File: config.mk
export PLATFORM = sky130hd
export DESIGN_NAME = ph_dosing_sequencer
export DESIGN_NICKNAME = d
export VERILOG_FILES = /design/src/rtl/pds_pkg.sv /design/src/rtl/pds_regs.sv /design/src/rtl/pds_divider.sv /design/src/rtl/pds_datapath.sv /design/src/rtl/pds_ctrl.sv /design/src/rtl/ph_dosing_sequencer.sv
export SDC_FILE = /design/constraint.sdc
export NUM_CORES = 2
export LEC_CHECK = 0
export BUFFER_PORTS_ARGS = -buffer_cell sky130_fd_sc_hd__buf_2
export CAP_MARGIN = 20
export CORE_MARGIN = 3
export CORE_UTILIZATION = 40
export DETAILED_ROUTE_END_ITERATION = 6
export GPL_TIMING_DRIVEN = 0
export HOLD_SLACK_MARGIN = 0.06
export SYNTH_ARGS = -nofsm -noshare
export SYNTH_HDL_FRONTEND = slang
export SYNTH_HIERARCHICAL = 1
export SYNTH_SLANG_ARGS = --single-unit
File: constraint.sdc
create_clock -name clk -period 16.9 [get_ports clk]
set_input_delay 2.535 -clock clk [delete_from_list [all_inputs] [get_ports clk]]
set_output_delay 2.535 -clock clk [all_outputs]
set_load 0.05 [all_outputs]
File: src/rtl/pds_pkg.sv
`default_nettype none

package pds_pkg;

    // Default size of the mantissa table for one decade of pH.
    localparam int MANT_DEFAULT = 100;

    // Divider operand widths: the widest dividend is the tank product, the
    // widest divisor is ten to the eleventh power.
    localparam int NUM_W = 44;
    localparam int DEN_W = 37;

    // Configuration port geometry.
    localparam int PADDR_W = 5;
    localparam int PDATA_W = 32;

    // Register indexes.
    localparam logic [2:0] REG_TARGET     = 3'd0;
    localparam logic [2:0] REG_TOL_LOW    = 3'd1;
    localparam logic [2:0] REG_TOL_HIGH   = 3'd2;
    localparam logic [2:0] REG_SOLUTION   = 3'd3;
    localparam logic [2:0] REG_TANK       = 3'd4;
    localparam logic [2:0] REG_PUMP_RATE  = 3'd5;
    localparam logic [2:0] REG_MIXING     = 3'd6;
    localparam logic [2:0] REG_LOW_LEVEL  = 3'd7;

    // Sequencer phases.
    localparam logic [1:0] PH_COMPUTE = 2'd0;
    localparam logic [1:0] PH_PUMP    = 2'd1;
    localparam logic [1:0] PH_CHECK   = 2'd2;

    localparam logic [19:0] DOSE_MAX    = 20'hFFFFF;
    localparam logic [17:0] DAY_SECONDS = 18'd86400;
    localparam longint unsigned Q30_ONE = 64'd1 << 30;

    typedef struct packed {
        logic        [10:0] setpoint_ph;
        logic signed [11:0] tolerance_low;
        logic        [10:0] tolerance_high;
        logic        [14:0] solution_millimolar;
        logic        [13:0] tank_liters;
        logic        [9:0]  pump_rate;
        logic        [16:0] mixing_seconds;
        logic        [7:0]  low_level_limit;
    } cfg_t;

    typedef enum logic [3:0] {
        CMD_NONE,
        CMD_LOAD,
        CMD_SPLIT,
        CMD_INDEX,
        CMD_FETCH,
        CMD_DIV_M2,
        CMD_DIFF,
        CMD_MUL_TANK,
        CMD_DIV_CONC,
        CMD_TAKE_B,
        CMD_SCALE_UP,
        CMD_DIV_SCALE,
        CMD_VOL,
        CMD_DOSE_MUL,
        CMD_DIV_RATE,
        CMD_COMMIT
    } cmd_t;

    typedef struct packed {
        logic       gate_open;
        logic [1:0] phase;
        logic       gap_big;
        logic       e_small;
        logic       up_done;
        logic       div_done;
    } dp_status_t;

    typedef struct packed {
        logic [10:0] q;
        logic [6:0]  r;
    } dm100_t;

    // Quotient and remainder by 100 for values below 2^17: a reciprocal
    // product that never overshoots, then one correction step.
    function automatic dm100_t div100(input logic [16:0] x);
        logic [29:0] prod;
        logic [10:0] q;
        logic [17:0] rem;
        dm100_t      res;
        prod = 30'(x) * 30'd5242;
        q    = prod[29:19];
        rem  = 18'(x) - 18'(q) * 18'd100;
        if (rem >= 18'd100) begin
            q   = q + 11'd1;
            rem = rem - 18'd100;
        end
        res.q = q;
        res.r = rem[6:0];
        return res;
    endfunction

    // Powers of ten used as divisors.
    function automatic logic [DEN_W-1:0] pow10(input logic [3:0] k);
        logic [DEN_W-1:0] p;
        case (k)
            4'd0:    p = 37'd1;
            4'd1:    p = 37'd10;
            4'd2:    p = 37'd100;
            4'd3:    p = 37'd1000;
            4'd4:    p = 37'd10000;
            4'd5:    p = 37'd100000;
            4'd6:    p = 37'd1000000;
            4'd7:    p = 37'd10000000;
            4'd8:    p = 37'd100000000;
            4'd9:    p = 37'd1000000000;
            4'd10:   p = 37'd10000000000;
            4'd11:   p = 37'd100000000000;
            default: p = 37'd1;
        endcase
        return p;
    endfunction

    // Truncating Q30 power, used only while elaborating the table.
    function automatic longint unsigned qpow(input longint unsigned r, input int n);
        longint unsigned x;
        x = Q30_ONE;
        for (int k = 0; k < n; k++) begin
            x = (x * r) >> 30;
        end
        return x;
    endfunction

    // Smallest Q30 ratio whose n-fold power reaches one tenth.
    function automatic longint unsigned find_ratio(input int n);
        longint unsigned lo;
        longint unsigned hi;
        longint unsigned mid;
        lo = 64'd0;
        hi = Q30_ONE;
        while (hi - lo > 64'd1) begin
            mid = (lo + hi) / 2;
            if (qpow(mid, n) >= Q30_ONE / 10) begin
                hi = mid;
            end else begin
                lo = mid;
            end
        end
        return hi;
    endfunction

    // Table entry k: the ratio raised to k by repeated Q30 products.
    function automatic longint unsigned mant_at(input int k, input longint unsigned r);
        return qpow(r, k);
    endfunction

endpackage

`default_nettype wire

File: src/rtl/pds_regs.sv
`default_nettype none

module pds_regs
    import pds_pkg::*;
(
    input  wire logic               clk,
    input  wire logic               rst_n,
    input  wire logic               psel,
    input  wire logic               penable,
    input  wire logic               pwrite,
    input  wire logic [PADDR_W-1:0] paddr,
    input  wire logic [PDATA_W-1:0] pwdata,
    output logic      [PDATA_W-1:0] prdata,
    output logic                    pready,
    output cfg_t                    cfg
);

    cfg_t       cfg_reg;
    logic       wr_en;
    logic [2:0] reg_idx;

    assign wr_en   = psel && penable && pwrite;
    assign reg_idx = paddr[4:2];
    assign pready  = 1'b1;
    assign cfg     = cfg_reg;

    // Register file with its power-on defaults.
    always_ff @(posedge clk or negedge rst_n)
    begin
        if (!rst_n)
        begin
            cfg_reg.setpoint_ph         <= 11'd600;
            cfg_reg.tolerance_low       <= -12'sd20;
            cfg_reg.tolerance_high      <= 11'd20;
            cfg_reg.solution_millimolar <= 15'd1470;
            cfg_reg.tank_liters         <= 14'd100;
            cfg_reg.pump_rate           <= 10'd10;
            cfg_reg.mixing_seconds      <= 17'd300;
            cfg_reg.low_level_limit     <= 8'd15;
        end
        else if (wr_en)
        begin
            case (reg_idx)
                REG_TARGET:    cfg_reg.setpoint_ph         <= pwdata[10:0];
                REG_TOL_LOW:   cfg_reg.tolerance_low       <= $signed(pwdata[11:0]);
                REG_TOL_HIGH:  cfg_reg.tolerance_high      <= pwdata[10:0];
                REG_SOLUTION:  cfg_reg.solution_millimolar <= pwdata[14:0];
                REG_TANK:      cfg_reg.tank_liters         <= pwdata[13:0];
                REG_PUMP_RATE: cfg_reg.pump_rate           <= pwdata[9:0];
                REG_MIXING:    cfg_reg.mixing_seconds      <= pwdata[16:0];
                REG_LOW_LEVEL: cfg_reg.low_level_limit     <= pwdata[7:0];
                default:       ;
            endcase
        end
    end

    // Read mux.
    always_comb
    begin
        case (reg_idx)
            REG_TARGET:    prdata = 32'(cfg_reg.setpoint_ph);
            REG_TOL_LOW:   prdata = 32'($unsigned(cfg_reg.tolerance_low));
            REG_TOL_HIGH:  prdata = 32'(cfg_reg.tolerance_high);
            REG_SOLUTION:  prdata = 32'(cfg_reg.solution_millimolar);
            REG_TANK:      prdata = 32'(cfg_reg.tank_liters);
            REG_PUMP_RATE: prdata = 32'(cfg_reg.pump_rate);
            REG_MIXING:    prdata = 32'(cfg_reg.mixing_seconds);
            REG_LOW_LEVEL: prdata = 32'(cfg_reg.low_level_limit);
            default:       prdata = '0;
        endcase
    end

endmodule

`default_nettype wire

File: src/rtl/pds_divider.sv
`default_nettype none

module pds_divider
    import pds_pkg::*;
(
    input  wire logic             clk,
    input  wire logic             rst_n,
    input  wire logic             start,
    input  wire logic [NUM_W-1:0] num,
    input  wire logic [DEN_W-1:0] den,
    output logic      [NUM_W-1:0] quot,
    output logic                  done
);

    localparam int CNT_W = $clog2(NUM_W + 1);

    logic             busy_reg;
    logic             done_reg;
    logic [CNT_W-1:0] cnt_reg;
    logic [NUM_W-1:0] q_reg;
    logic [DEN_W-1:0] rem_reg;
    logic [DEN_W-1:0] den_reg;
    logic [DEN_W:0]   rem_sh;
    logic [DEN_W:0]   rem_diff;
    logic             ge;

    // One restoring step per cycle, quotient bits shift in behind the dividend.
    assign rem_sh   = {rem_reg, q_reg[NUM_W-1]};
    assign ge       = rem_sh >= {1'b0, den_reg};
    assign rem_diff = rem_sh - {1'b0, den_reg};
    assign quot     = q_reg;
    assign done     = done_reg;

    always_ff @(posedge clk or negedge rst_n)
    begin
        if (!rst_n)
        begin
            busy_reg <= 1'b0;
            done_reg <= 1'b0;
            cnt_reg  <= '0;
        end
        else
        begin
            done_reg <= 1'b0;
            if (start)
            begin
                busy_reg <= 1'b1;
                cnt_reg  <= CNT_W'(NUM_W);
            end
            else if (busy_reg)
            begin
                cnt_reg <= cnt_reg - 1'b1;
                if (cnt_reg == CNT_W'(1))
                begin
                    busy_reg <= 1'b0;
                    done_reg <= 1'b1;
                end
            end
        end
    end

    // Operand and partial remainder registers.
    always_ff @(posedge clk)
    begin
        if (start)
        begin
            q_reg   <= num;
            den_reg <= den;
            rem_reg <= '0;
        end
        else if (busy_reg)
        begin
            q_reg   <= {q_reg[NUM_W-2:0], ge};
            rem_reg <= ge ? rem_diff[DEN_W-1:0] : rem_sh[DEN_W-1:0];
        end
    end

endmodule

`default_nettype wire

File: src/rtl/pds_datapath.sv
`default_nettype none

module pds_datapath
    import pds_pkg::*;
#(
    parameter int MANTISSA_ENTRIES = MANT_DEFAULT
)
(
    input  wire logic        clk,
    input  wire logic        rst_n,
    input  wire cfg_t        cfg,
    input  wire cmd_t        cmd,
    output dp_status_t       stat,
    input  wire logic        level_start,
    input  wire logic        level_stop,
    input  wire logic [10:0] measured_ph,
    input  wire logic [7:0]  water_level,
    input  wire logic [16:0] time_of_day,
    output logic [7:0]       drive_flags,
    output logic [11:0]      ph_error,
    output logic [19:0]      dose_seconds,
    output logic [1:0]       phase
);

    localparam int IDX_W = $clog2(MANTISSA_ENTRIES);
    localparam longint unsigned RATIO = find_ratio(MANTISSA_ENTRIES);
    localparam logic [16:0] ENT17 = 17'(MANTISSA_ENTRIES);
    localparam logic [10:0] ENT11 = 11'(MANTISSA_ENTRIES);

    localparam int F_PIPE    = 0;
    localparam int F_HOLD    = 1;
    localparam int F_OUT_ON  = 2;
    localparam int F_OUT_OFF = 3;
    localparam int F_IN_ON   = 4;
    localparam int F_IN_OFF  = 5;
    localparam int F_MIXER   = 6;
    localparam int F_ACID    = 7;

    localparam logic [1:0] SIGN_IDLE = 2'd0;
    localparam logic [1:0] SIGN_POS  = 2'd1;
    localparam logic [1:0] SIGN_NEG  = 2'd2;

    // Mantissa table for one decade, built at elaboration.
    logic [30:0] mant_rom [MANTISSA_ENTRIES];

    for (genvar k = 0; k < MANTISSA_ENTRIES; k++)
    begin : g_mant
        assign mant_rom[k] = 31'(mant_at(k, RATIO));
    end

    // Captured poll.
    logic        gate_reg;
    logic [10:0] meas_reg;
    logic [7:0]  level_reg;
    logic [16:0] now_reg;

    // Work registers of the volume computation.
    logic [4:0]       e_reg;
    logic [4:0]       gap_reg;
    logic [6:0]       rlo_reg;
    logic [6:0]       rhi_reg;
    logic [IDX_W-1:0] idx_lo_reg;
    logic [IDX_W-1:0] idx_hi_reg;
    logic [30:0]      m1_reg;
    logic [30:0]      m2_reg;
    logic [30:0]      d_reg;
    logic [NUM_W-1:0] prod_reg;
    logic [61:0]      acc_reg;
    logic             sat_reg;
    logic [3:0]       cnt_reg;

    // Architectural state.
    logic [1:0]         phase_reg;
    logic               timer_armed_reg;
    logic [1:0]         last_sign_reg;
    logic [16:0]        start_time_reg;
    logic [19:0]        dose_time_reg;
    logic signed [11:0] error_reg;
    logic [31:0]        volume_reg;
    logic [7:0]         flags_reg;

    logic [1:0]         phase_next;
    logic               armed_next;
    logic [1:0]         sign_next;
    logic [16:0]        start_next;
    logic [19:0]        dose_next;
    logic signed [11:0] error_next;
    logic [7:0]         flags_next;

    // Divider link.
    logic             div_start;
    logic [NUM_W-1:0] div_num;
    logic [DEN_W-1:0] div_den;
    logic [NUM_W-1:0] div_quot;
    logic             div_done;

    // Combinational helpers.
    logic [10:0]  plo;
    logic [10:0]  phi;
    dm100_t       dm_lo;
    dm100_t       dm_hi;
    dm100_t       ix_lo;
    dm100_t       ix_hi;
    logic [30:0]  m2q;
    logic [30:0]  d_val;
    logic [65:0]  acc_ext;
    logic [65:0]  acc_up;
    logic         e_small;
    logic [19:0]  dose_calc;
    logic signed [11:0] err_new;
    logic signed [11:0] th;
    logic signed [11:0] tl;
    logic         level_low;
    logic [17:0]  now_wrap;
    logic signed [18:0] el_diff;
    logic [17:0]  elapsed;
    logic         in_dose;
    logic         in_mix;

    assign e_small = e_reg <= 5'd9;

    // pH split into decade and position inside the decade.
    assign plo   = (cfg.setpoint_ph < meas_reg) ? cfg.setpoint_ph : meas_reg;
    assign phi   = (cfg.setpoint_ph < meas_reg) ? meas_reg : cfg.setpoint_ph;
    assign dm_lo = div100(17'(plo));
    assign dm_hi = div100(17'(phi));
    assign ix_lo = div100(17'(rlo_reg) * ENT17);
    assign ix_hi = div100(17'(rhi_reg) * ENT17);

    // Difference of the two mantissas, floored at zero.
    assign m2q   = (gap_reg >= 5'd10) ? 31'd0 : div_quot[30:0];
    assign d_val = (m1_reg >= m2q) ? (m1_reg - m2q) : 31'd0;

    // One decimal scaling step of the volume.
    assign acc_ext = 66'(acc_reg);
    assign acc_up  = (acc_ext << 3) + (acc_ext << 1);

    assign dose_calc = (div_quot > NUM_W'(DOSE_MAX)) ? DOSE_MAX : div_quot[19:0];

    // Error and band limits.
    assign err_new   = $signed(12'(cfg.setpoint_ph)) - $signed(12'(meas_reg));
    assign th        = $signed({1'b0, cfg.tolerance_high});
    assign tl        = cfg.tolerance_low;
    assign level_low = level_reg < cfg.low_level_limit;

    // Seconds since dose start, with midnight wrap.
    assign now_wrap = (now_reg < start_time_reg) ? (18'(now_reg) + DAY_SECONDS)
                                                 : 18'(now_reg);
    assign el_diff  = $signed({1'b0, now_wrap}) - $signed(19'(start_time_reg));
    assign elapsed  = el_diff[18] ? 18'd0 : el_diff[17:0];
    assign in_dose  = {3'b0, elapsed} < {1'b0, dose_time_reg};
    assign in_mix   = {3'b0, elapsed} < (21'(dose_time_reg) + 21'(cfg.mixing_seconds));

    // Divider operand selection.
    always_comb
    begin
        div_start = 1'b0;
        div_num   = prod_reg;
        div_den   = DEN_W'(1);
        case (cmd)
            CMD_DIV_M2:
            begin
                div_start = 1'b1;
                div_num   = NUM_W'(m2_reg);
                div_den   = pow10(gap_reg[3:0]);
            end
            CMD_DIV_CONC:
            begin
                div_start = 1'b1;
                div_den   = (cfg.solution_millimolar == 15'd0) ? DEN_W'(1)
                                                               : DEN_W'(cfg.solution_millimolar);
            end
            CMD_DIV_SCALE:
            begin
                div_start = 1'b1;
                div_num   = acc_reg[NUM_W-1:0];
                div_den   = pow10(4'(e_reg - 5'd9));
            end
            CMD_DIV_RATE:
            begin
                div_start = 1'b1;
                div_den   = (cfg.pump_rate == 10'd0) ? DEN_W'(1) : DEN_W'(cfg.pump_rate);
            end
            default: ;
        endcase
    end

    pds_divider u_div (
        .clk   (clk),
        .rst_n (rst_n),
        .start (div_start),
        .num   (div_num),
        .den   (div_den),
        .quot  (div_quot),
        .done  (div_done)
    );

    // Step update of the sequencer state for one poll.
    always_comb
    begin
        logic done;
        done       = 1'b0;
        phase_next = phase_reg;
        armed_next = timer_armed_reg;
        sign_next  = last_sign_reg;
        start_next = start_time_reg;
        dose_next  = dose_time_reg;
        error_next = error_reg;
        flags_next = flags_reg;
        if (gate_reg)
        begin
            case (phase_reg)
                PH_COMPUTE:
                begin
                    error_next         = err_new;
                    flags_next[F_PIPE] = (err_new > tl) && (err_new < th);
                    phase_next         = PH_PUMP;
                end
                PH_PUMP:
                begin
                    if (!timer_armed_reg)
                    begin
                        if (error_reg > 12'sd0)
                        begin
                            if (error_reg > th)
                            begin
                                start_next            = now_reg;
                                dose_next             = dose_calc;
                                armed_next            = 1'b1;
                                flags_next[F_HOLD]    = 1'b1;
                                flags_next[F_OUT_ON]  = 1'b1;
                                flags_next[F_OUT_OFF] = 1'b0;
                                flags_next[F_IN_ON]   = !level_low;
                                flags_next[F_IN_OFF]  = level_low;
                                flags_next[F_MIXER]   = 1'b1;
                            end
                            else
                            begin
                                flags_next[F_HOLD]  = 1'b0;
                                flags_next[F_MIXER] = 1'b0;
                            end
                            sign_next = SIGN_POS;
                        end
                        else if (error_reg < 12'sd0)
                        begin
                            flags_next[F_HOLD] = 1'b0;
                            if (error_reg < tl)
                            begin
                                start_next = now_reg;
                                dose_next  = dose_calc;
                                armed_next = 1'b1;
                            end
                            flags_next[F_ACID]  = error_reg < tl;
                            flags_next[F_MIXER] = error_reg < tl;
                            sign_next           = SIGN_NEG;
                        end
                    end
                    else if (error_reg < 12'sd0)
                    begin
                        if (last_sign_reg == SIGN_NEG)
                        begin
                            flags_next[F_HOLD] = 1'b0;
                            if (error_reg < tl)
                            begin
                                if (in_dose)
                                begin
                                    flags_next[F_ACID]  = 1'b1;
                                    flags_next[F_MIXER] = 1'b1;
                                end
                                else if (in_mix)
                                begin
                                    flags_next[F_ACID]  = 1'b0;
                                    flags_next[F_MIXER] = 1'b1;
                                end
                                else
                                begin
                                    flags_next[F_MIXER] = 1'b0;
                                    done                = 1'b1;
                                end
                            end
                            else
                            begin
                                done                = 1'b1;
                                flags_next[F_ACID]  = 1'b0;
                                flags_next[F_MIXER] = 1'b0;
                            end
                        end
                        else
                        begin
                            // Sign flipped under an armed positive dose.
                            flags_next[F_ACID]  = 1'b0;
                            flags_next[F_MIXER] = 1'b0;
                            armed_next          = 1'b0;
                        end
                    end
                    else if ((error_reg > 12'sd0) && (last_sign_reg == SIGN_POS))
                    begin
                        if (error_reg > th)
                        begin
                            if (in_dose)
                            begin
                                flags_next[F_HOLD]    = 1'b1;
                                flags_next[F_OUT_ON]  = 1'b1;
                                flags_next[F_OUT_OFF] = 1'b0;
                                flags_next[F_MIXER]   = 1'b1;
                                flags_next[F_IN_ON]   = !level_low;
                                flags_next[F_IN_OFF]  = level_low;
                            end
                            else if (in_mix)
                            begin
                                flags_next[F_IN_ON]   = 1'b0;
                                flags_next[F_IN_OFF]  = 1'b1;
                                flags_next[F_OUT_ON]  = 1'b0;
                                flags_next[F_OUT_OFF] = 1'b1;
                                flags_next[F_MIXER]   = 1'b1;
                                flags_next[F_HOLD]    = 1'b0;
                            end
                            else
                            begin
                                flags_next[F_MIXER] = 1'b0;
                                done                = 1'b1;
                            end
                        end
                        else
                        begin
                            flags_next[F_IN_ON]   = 1'b0;
                            flags_next[F_IN_OFF]  = 1'b1;
                            flags_next[F_OUT_ON]  = 1'b0;
                            flags_next[F_OUT_OFF] = 1'b0;
                            flags_next[F_MIXER]   = 1'b0;
                            flags_next[F_HOLD]    = 1'b0;
                        end
                    end
                    if (done)
                    begin
                        armed_next = 1'b0;
                        phase_next = PH_COMPUTE;
                    end
                    else
                    begin
                        phase_next = PH_CHECK;
                    end
                end
                PH_CHECK:
                begin
                    phase_next = ((error_reg > tl) && (error_reg < th)) ? PH_COMPUTE : PH_PUMP;
                end
                default: ;
            endcase
        end
    end

    // Architectural state, written at most once per poll.
    always_ff @(posedge clk or negedge rst_n)
    begin
        if (!rst_n)
        begin
            phase_reg       <= PH_COMPUTE;
            timer_armed_reg <= 1'b0;
            last_sign_reg   <= SIGN_IDLE;
            start_time_reg  <= '0;
            dose_time_reg   <= '0;
            error_reg       <= '0;
            volume_reg      <= '0;
            flags_reg       <= '0;
        end
        else
        begin
            if (cmd == CMD_COMMIT)
            begin
                phase_reg       <= phase_next;
                timer_armed_reg <= armed_next;
                last_sign_reg   <= sign_next;
                start_time_reg  <= start_next;
                dose_time_reg   <= dose_next;
                error_reg       <= error_next;
                flags_reg       <= flags_next;
            end
            if (cmd == CMD_VOL)
            begin
                if (e_small)
                begin
                    volume_reg <= sat_reg ? 32'hFFFF_FFFF : acc_reg[61:30];
                end
                else
                begin
                    volume_reg <= 32'(div_quot[NUM_W-1:30]);
                end
            end
        end
    end

    // Work registers of the arithmetic sequence.
    always_ff @(posedge clk)
    begin
        case (cmd)
            CMD_LOAD:
            begin
                gate_reg  <= level_start && !level_stop;
                meas_reg  <= measured_ph;
                level_reg <= water_level;
                now_reg   <= time_of_day;
            end
            CMD_SPLIT:
            begin
                e_reg   <= dm_lo.q[4:0];
                gap_reg <= 5'(dm_hi.q - dm_lo.q);
                rlo_reg <= dm_lo.r;
                rhi_reg <= dm_hi.r;
            end
            CMD_INDEX:
            begin
                idx_lo_reg <= (ix_lo.q >= ENT11) ? IDX_W'(MANTISSA_ENTRIES - 1) : IDX_W'(ix_lo.q);
                idx_hi_reg <= (ix_hi.q >= ENT11) ? IDX_W'(MANTISSA_ENTRIES - 1) : IDX_W'(ix_hi.q);
            end
            CMD_FETCH:
            begin
                m1_reg <= mant_rom[idx_lo_reg];
                m2_reg <= mant_rom[idx_hi_reg];
            end
            CMD_DIFF:
            begin
                d_reg <= d_val;
            end
            CMD_MUL_TANK:
            begin
                prod_reg <= NUM_W'(45'(d_reg) * 45'(cfg.tank_liters));
            end
            CMD_TAKE_B:
            begin
                acc_reg <= 62'(div_quot);
                sat_reg <= 1'b0;
                cnt_reg <= e_small ? 4'(5'd9 - e_reg) : 4'd0;
            end
            CMD_SCALE_UP:
            begin
                cnt_reg <= cnt_reg - 4'd1;
                if (!sat_reg)
                begin
                    if (acc_up[65:62] != 4'd0)
                    begin
                        sat_reg <= 1'b1;
                    end
                    else
                    begin
                        acc_reg <= acc_up[61:0];
                    end
                end
            end
            CMD_DOSE_MUL:
            begin
                prod_reg <= NUM_W'(38'(volume_reg) * 38'd42);
            end
            default: ;
        endcase
    end

    // Status toward the controller and held result fields.
    assign stat.gate_open = gate_reg;
    assign stat.phase     = phase_reg;
    assign stat.gap_big   = gap_reg >= 5'd10;
    assign stat.e_small   = e_small;
    assign stat.up_done   = cnt_reg == 4'd0;
    assign stat.div_done  = div_done;

    assign drive_flags  = flags_reg;
    assign ph_error     = error_reg;
    assign dose_seconds = dose_time_reg;
    assign phase        = phase_reg;

`ifndef ASSERT_OFF
    // An armed dose always remembers the sign that started it.
    a_armed_sign: assert property (@(posedge clk) disable iff (!rst_n)
        timer_armed_reg |-> (last_sign_reg == SIGN_POS || last_sign_reg == SIGN_NEG))
        else $error("dose armed without a sign");

    // The fourth phase code is never entered.
    a_phase_legal: assert property (@(posedge clk) disable iff (!rst_n)
        phase_reg == PH_COMPUTE || phase_reg == PH_PUMP || phase_reg == PH_CHECK)
        else $error("illegal phase");
`endif

endmodule

`default_nettype wire

File: src/rtl/pds_ctrl.sv
`default_nettype none

module pds_ctrl
    import pds_pkg::*;
(
    input  wire logic       clk,
    input  wire logic       rst_n,
    input  wire logic       s_axis_tvalid,
    output logic            s_axis_tready,
    output logic            m_axis_tvalid,
    input  wire logic       m_axis_tready,
    input  wire dp_status_t stat,
    output cmd_t            cmd
);

    typedef enum logic [4:0] {
        S_IDLE,
        S_SPLIT,
        S_INDEX,
        S_FETCH,
        S_M2_DIV,
        S_M2_WAIT,
        S_DIFF,
        S_MUL,
        S_CONC_DIV,
        S_CONC_WAIT,
        S_TAKE_B,
        S_UP,
        S_SC_DIV,
        S_SC_WAIT,
        S_VOL,
        S_DOSE_MUL,
        S_RATE_DIV,
        S_RATE_WAIT,
        S_COMMIT
    } state_t;

    state_t state_reg;
    state_t state_next;
    logic   m_valid_reg;
    logic   out_free;

    assign s_axis_tready = state_reg == S_IDLE;
    assign m_axis_tvalid = m_valid_reg;
    assign out_free      = !m_valid_reg || m_axis_tready;

    // Next state and command for the datapath.
    always_comb
    begin
        state_next = state_reg;
        cmd        = CMD_NONE;
        case (state_reg)
            S_IDLE:
            begin
                if (s_axis_tvalid)
                begin
                    cmd        = CMD_LOAD;
                    state_next = S_SPLIT;
                end
            end
            S_SPLIT:
            begin
                cmd = CMD_SPLIT;
                if (stat.gate_open && stat.phase == PH_COMPUTE)
                begin
                    state_next = S_INDEX;
                end
                else if (stat.gate_open && stat.phase == PH_PUMP)
                begin
                    state_next = S_DOSE_MUL;
                end
                else
                begin
                    state_next = S_COMMIT;
                end
            end
            S_INDEX:
            begin
                cmd        = CMD_INDEX;
                state_next = S_FETCH;
            end
            S_FETCH:
            begin
                cmd        = CMD_FETCH;
                state_next = stat.gap_big ? S_DIFF : S_M2_DIV;
            end
            S_M2_DIV:
            begin
                cmd        = CMD_DIV_M2;
                state_next = S_M2_WAIT;
            end
            S_M2_WAIT:
            begin
                if (stat.div_done)
                begin
                    state_next = S_DIFF;
                end
            end
            S_DIFF:
            begin
                cmd        = CMD_DIFF;
                state_next = S_MUL;
            end
            S_MUL:
            begin
                cmd        = CMD_MUL_TANK;
                state_next = S_CONC_DIV;
            end
            S_CONC_DIV:
            begin
                cmd        = CMD_DIV_CONC;
                state_next = S_CONC_WAIT;
            end
            S_CONC_WAIT:
            begin
                if (stat.div_done)
                begin
                    state_next = S_TAKE_B;
                end
            end
            S_TAKE_B:
            begin
                cmd        = CMD_TAKE_B;
                state_next = stat.e_small ? S_UP : S_SC_DIV;
            end
            S_UP:
            begin
                if (stat.up_done)
                begin
                    state_next = S_VOL;
                end
                else
                begin
                    cmd = CMD_SCALE_UP;
                end
            end
            S_SC_DIV:
            begin
                cmd        = CMD_DIV_SCALE;
                state_next = S_SC_WAIT;
            end
            S_SC_WAIT:
            begin
                if (stat.div_done)
                begin
                    state_next = S_VOL;
                end
            end
            S_VOL:
            begin
                cmd        = CMD_VOL;
                state_next = S_COMMIT;
            end
            S_DOSE_MUL:
            begin
                cmd        = CMD_DOSE_MUL;
                state_next = S_RATE_DIV;
            end
            S_RATE_DIV:
            begin
                cmd        = CMD_DIV_RATE;
                state_next = S_RATE_WAIT;
            end
            S_RATE_WAIT:
            begin
                if (stat.div_done)
                begin
                    state_next = S_COMMIT;
                end
            end
            S_COMMIT:
            begin
                if (out_free)
                begin
                    cmd        = CMD_COMMIT;
                    state_next = S_IDLE;
                end
            end
            default:
            begin
                state_next = S_IDLE;
            end
        endcase
    end

    // State and the output beat valid flag.
    always_ff @(posedge clk or negedge rst_n)
    begin
        if (!rst_n)
        begin
            state_reg   <= S_IDLE;
            m_valid_reg <= 1'b0;
        end
        else
        begin
            state_reg <= state_next;
            if (state_reg == S_COMMIT && out_free)
            begin
                m_valid_reg <= 1'b1;
            end
            else if (m_axis_tready)
            begin
                m_valid_reg <= 1'b0;
            end
        end
    end

`ifndef ASSERT_OFF
    // A result beat only appears right after the state update.
    a_beat_after_commit: assert property (@(posedge clk) disable iff (!rst_n)
        $rose(m_valid_reg) |-> $past(state_reg) == S_COMMIT)
        else $error("result beat without commit");

    // The divider only finishes while the sequence waits for it.
    a_div_done_waited: assert property (@(posedge clk) disable iff (!rst_n)
        stat.div_done |-> (state_reg == S_M2_WAIT || state_reg == S_CONC_WAIT ||
                           state_reg == S_SC_WAIT || state_reg == S_RATE_WAIT))
        else $error("divider finished outside a wait state");
`endif

endmodule

`default_nettype wire

File: src/rtl/ph_dosing_sequencer.sv
// pH dosing sequencer.
// Input stream: one beat per poll of the level unit, pH probe, water level and
// clock. Output stream: exactly one beat per input beat carrying the drive
// flags, the latched pH error, the latched dose time and the phase after it.
// An APB port holds the eight setup registers; write them only while idle.
// Work between taking the input beat and raising the output beat:
//   gate closed or check phase: no division, only the state update;
//   pump phase: one division by the pump rate;
//   compute phase: one to three divisions in the shared bit-serial
//   divider, plus up to nine decimal scaling steps.
// Input ready is high again once the output beat is raised, so the next
// input beat can be taken while that beat still waits on the receiver.
// One poll is worked on at a time; a result may wait on a stalled receiver
// while the next poll is already being computed. The state update of that
// poll waits until the output register is free.
// Reset clears the phase, timer, drive flags and latched values, and loads
// the setup registers with their defaults.
`default_nettype none

module ph_dosing_sequencer
    import pds_pkg::*;
#(
    parameter int MANTISSA_ENTRIES = MANT_DEFAULT
)
(
    input  wire logic               clk,
    input  wire logic               rst_n,
    // level_start[0], level_stop[1], measured_ph[12:2], water_level[20:13],
    // time_of_day[37:21]
    input  wire logic [39:0]        s_axis_tdata,
    input  wire logic               s_axis_tvalid,
    output logic                    s_axis_tready,
    // pipe_enable[0], level_unit_hold[1], outlet_open[2], outlet_close[3],
    // inlet_open[4], inlet_close[5], mixer_on[6], acid_pump_on[7],
    // ph_error[19:8], dose_seconds[39:20], phase[41:40]
    output logic [47:0]             m_axis_tdata,
    output logic                    m_axis_tvalid,
    input  wire logic               m_axis_tready,
    input  wire logic               psel,
    input  wire logic               penable,
    input  wire logic               pwrite,
    input  wire logic [PADDR_W-1:0] paddr,
    input  wire logic [PDATA_W-1:0] pwdata,
    output logic      [PDATA_W-1:0] prdata,
    output logic                    pready
);

    cfg_t       cfg;
    cmd_t       cmd;
    dp_status_t stat;
    logic [7:0]  drive_flags;
    logic [11:0] ph_error;
    logic [19:0] dose_seconds;
    logic [1:0]  phase;

    pds_regs u_regs (
        .clk     (clk),
        .rst_n   (rst_n),
        .psel    (psel),
        .penable (penable),
        .pwrite  (pwrite),
        .paddr   (paddr),
        .pwdata  (pwdata),
        .prdata  (prdata),
        .pready  (pready),
        .cfg     (cfg)
    );

    pds_datapath #(
        .MANTISSA_ENTRIES (MANTISSA_ENTRIES)
    ) u_dp (
        .clk          (clk),
        .rst_n        (rst_n),
        .cfg          (cfg),
        .cmd          (cmd),
        .stat         (stat),
        .level_start  (s_axis_tdata[0]),
        .level_stop   (s_axis_tdata[1]),
        .measured_ph  (s_axis_tdata[12:2]),
        .water_level  (s_axis_tdata[20:13]),
        .time_of_day  (s_axis_tdata[37:21]),
        .drive_flags  (drive_flags),
        .ph_error     (ph_error),
        .dose_seconds (dose_seconds),
        .phase        (phase)
    );

    pds_ctrl u_ctrl (
        .clk           (clk),
        .rst_n         (rst_n),
        .s_axis_tvalid (s_axis_tvalid),
        .s_axis_tready (s_axis_tready),
        .m_axis_tvalid (m_axis_tvalid),
        .m_axis_tready (m_axis_tready),
        .stat          (stat),
        .cmd           (cmd)
    );

    // Result beat packing; the fields hold until the next state update.
    assign m_axis_tdata = {6'd0, phase, dose_seconds, ph_error, drive_flags};

endmodule

`default_nettype wire
==> out/qor.yml <==
route:
  drt_iter0_markers: 6766
  drtPass1Iterations: 7
  route.detailed.drc: 0
  wl_per_cell_microns: 25.6
  via_per_inst: 5.93
  routed_wl_microns: 300000
  antenna_left: 0
  num_vias: 69400
timing:
  finalCritPeriodShare_pct: 83.0
  clock_skew_ns: 0.0332
  setup_viol: 0
  setup_tns_ns: 0
  drv_slew: 0
  relSlewSlack_pct: 13.3
  worst_slack_ns: 2.87
  fmax_mhz: 71.3
  min_period_ns: 14.03
  worst_slew_pin_slew_ns: 1.30
  hold_viol_final: 0
  rsz0062_at_grt: "no"
  fin_hold_ws_ns: 0.487
cts:
  clk_latency_ns: 0.69
  root_buffer: "clkbuf_16"
  clock_path_buffers: 3
  cts_max_level: 3
  tritoncts: "done"
  hold_buffers: 0
  clkTransAtPathRegs_ns: 0.06
  cts_setup_buffers: 0
  cts_made_buffers: 77
  cts_resized: 0
  clock-sinks: 632
grt:
  grt_pass1_vias: 68800
  grt_max_degree: 88
  overflow: 0
  track_usage_pct: 29.5
  grt_pass1_wl_microns: 445000
  grt_antenna_before_repair: 15
placed_design:
  preCtsSetupSlack_ns: 3.15
  io_buffers: 124
  post-dp-hpwl_microns: 239000
  gp_congestion: 0.998
logic_synthesis:
  ys_warn_count: 6
  ys_seq_area_share_pct: 22.3
  dominantRegCellSynth: "edfxtp_1"
  async_flop_share_pct: 32.6
  syn_inst: 8855
  synth.avg_cell_area_sq_um: 8.78
  synth_edf_count: 360
  synth.area.top_cells: "ha_1, edfxtp_1, fa_1"
  synth.largest_area_cell: "ha_1"
  yosysTopAreaCellShare_pct: 16.2
  synth_seq_cells: 632
  synth_cell_type_count: 126
  syn-cell-area_sq_um: 77800
worst_setup_path:
  start_kind: "register"
  rrSetupSlack_ns: 2.87
  reg2regPathDepth: 57
  r2r-start: "u_regs/cfg[87]$_DFFE_PN0P_"
  cp_max_fo: 10
  critPathCaptureType: "register"
  cp_slowest_cell: "mux2i_1"
  worstSetupPathType: "reg -> reg"
  cp_common_cell: "ha_1"
  worstPathArrival_ns: 14.58
  required_ns: 17.45
  slowest_delay_ns: 0.71
  worstSetupStartpoint: "u_regs/cfg[87]$_DFFE_PN0P_"
floorplan:
  core.rowCount: 161
  dieArea_sq_um: 200000
  initial_core_util_pct: 40.3
  die_h_microns: 447
  core_sq_um: 193000
  io_pins: 167
  die_w_microns: 447
hold_path:
  hold-path-cell-count: 2
  hp-start: "u_dp/u_div/rem_reg[16]$_SDFFE_PP0P_"
  hold_path.class: "reg -> reg"
  worstHoldEndpoint: "u_dp/u_div/rem_reg[16]$_SDFFE_PP0P_"
status:
  status: "finished clean"
finish:
  largest_register_ffs: 98
  syn_to_final_growth_pct: 9.01
  drive_above_1_share_pct: 7.42
  final_nets: 10700
run:
  cap_viol_max_count: 0
cells by family (layout without fill, tap and decap cells):
logic type,Yosys count,in the layout,share of synthesized area [%]
AO/OA/AOI/OAI,2133,2133,17.6
XOR/XNOR,369,369,4.20
adder cells (fa/ha/maj),1540,1540,29.8
buffers and inverters,1499,1798,7.54
flip-flops,632,632,22.3
multiplexers,270,270,3.98
other,4,29,0.0193
AND/OR/NAND/NOR,2408,2408,14.5
worst max-delay path by stage:
stage | to | depth (start not counted)
after floorplan | register | 56
after global placement | register | 54
after detailed placement | register | 52
after CTS | register | 52
after global routing | register | 52
final | register | 57
per-layer routing:
layer / global-route usage [%] / vias up / share of wire (%) / routed length, microns
li1: - / 31300 / - / -
met1: 39.3 / 34200 / 42 / 127000
met2: 46.9 / 3091 / 45 / 134000
met3: 4.34 / 820 / 6.9 / 20700
met4: 14.5 / 4 / 5.9 / 17800
met5: 0 / - / 0.011 / 32
final cells by class:
cell class	count	area, sq um
fill	19000	108000
multi-input combinational	6744	54700
sequential	632	17300
inverter	1047	3930
tap	2526	3160
clock buffer	103	2200
buffer	452	1930
timing repair buffer	157	1060
clock inverter	39	454
antenna	5	12.5
metrics by stage:
stage          instances  instance area [sq um]  utilization [%]
2_1_floorplan       8875                  77900                -
4_1_cts            11700                  84800             43.9
3_5_place_dp       11600                  82100             42.5
3_3_place_gp       11500                  81600             42.3
5_1_grt            11700                  84800             43.9
6_report           11700                  84800             43.9
cell usage after synthesis (34+ instances only):
| library cell | count |
|---|---|
| buf_4 | 34 |
| dfxtp_1 | 66 |
| edfxtp_1 | 360 |
| ha_1 | 1010 |
| a22oi_1 | 47 |
| nor2_1 | 520 |
| a31oi_1 | 84 |
| and2_1 | 203 |
| nor3_1 | 155 |
| o21ai_0 | 525 |
| xor2_1 | 142 |
| nand2b_1 | 89 |
| o22ai_1 | 45 |
| a21oi_1 | 537 |
| a211oi_1 | 104 |
| buf_1 | 51 |
| inv_1 | 1036 |
| xnor2_1 | 224 |
| nand3_1 | 141 |
| o211ai_1 | 45 |
| nand4_1 | 66 |
| mux2_2 | 164 |
| clkbuf_1 | 341 |
| dfstp_2 | 36 |
| fa_1 | 524 |
| o31ai_1 | 52 |
| a21o_1 | 216 |
| dfrtp_1 | 170 |
| o21bai_1 | 67 |
| and3_1 | 51 |
| mux2i_1 | 84 |
| o21a_1 | 84 |
| nand2_1 | 936 |
| nor2b_1 | 69 |
cell usage in the layout, fill, tap and decap left out, types with 39 or more instances in the layout:
master and n:
o21a_1 84, mux2i_1 84, and2_1 203, nor2b_1 69, dfxtp_1 66, nor3_1 151
nand4_1 66, a22oi_1 47, o31ai_1 52, nand2_1 936, dfrtp_1 170, buf_2 142
nand2b_1 89, inv_1 1035, clkbuf_1 353, clkbuf_16 81, a21o_1 216, xnor2_1 224
o21ai_0 522, fa_1 524, buf_1 51, nor2_1 519, o22ai_1 44, buf_4 39
o211ai_1 45, nand3_1 141, mux2_2 164, xor2_1 142, o21bai_1 67, edfxtp_1 360
a31oi_1 84, a211oi_1 104, and3_1 50, a21oi_1 537, ha_1 1010
critical path: cells and delay by family (launching register included):
kind                       cells  cell delay (ns)
xor gates and xnor gates       3             0.71
and+or+nand+nor                8             1.05
AOI/OAI and AO/OA             17             3.55
adders and majority gates     16             5.61
DFF                            1             0.49
muxes                          2             0.79
buffers and inverters         11             1.67
Power is not shown: default switching activity piles up to over one toggle a cycle in this logic, so the estimate is an artifact.
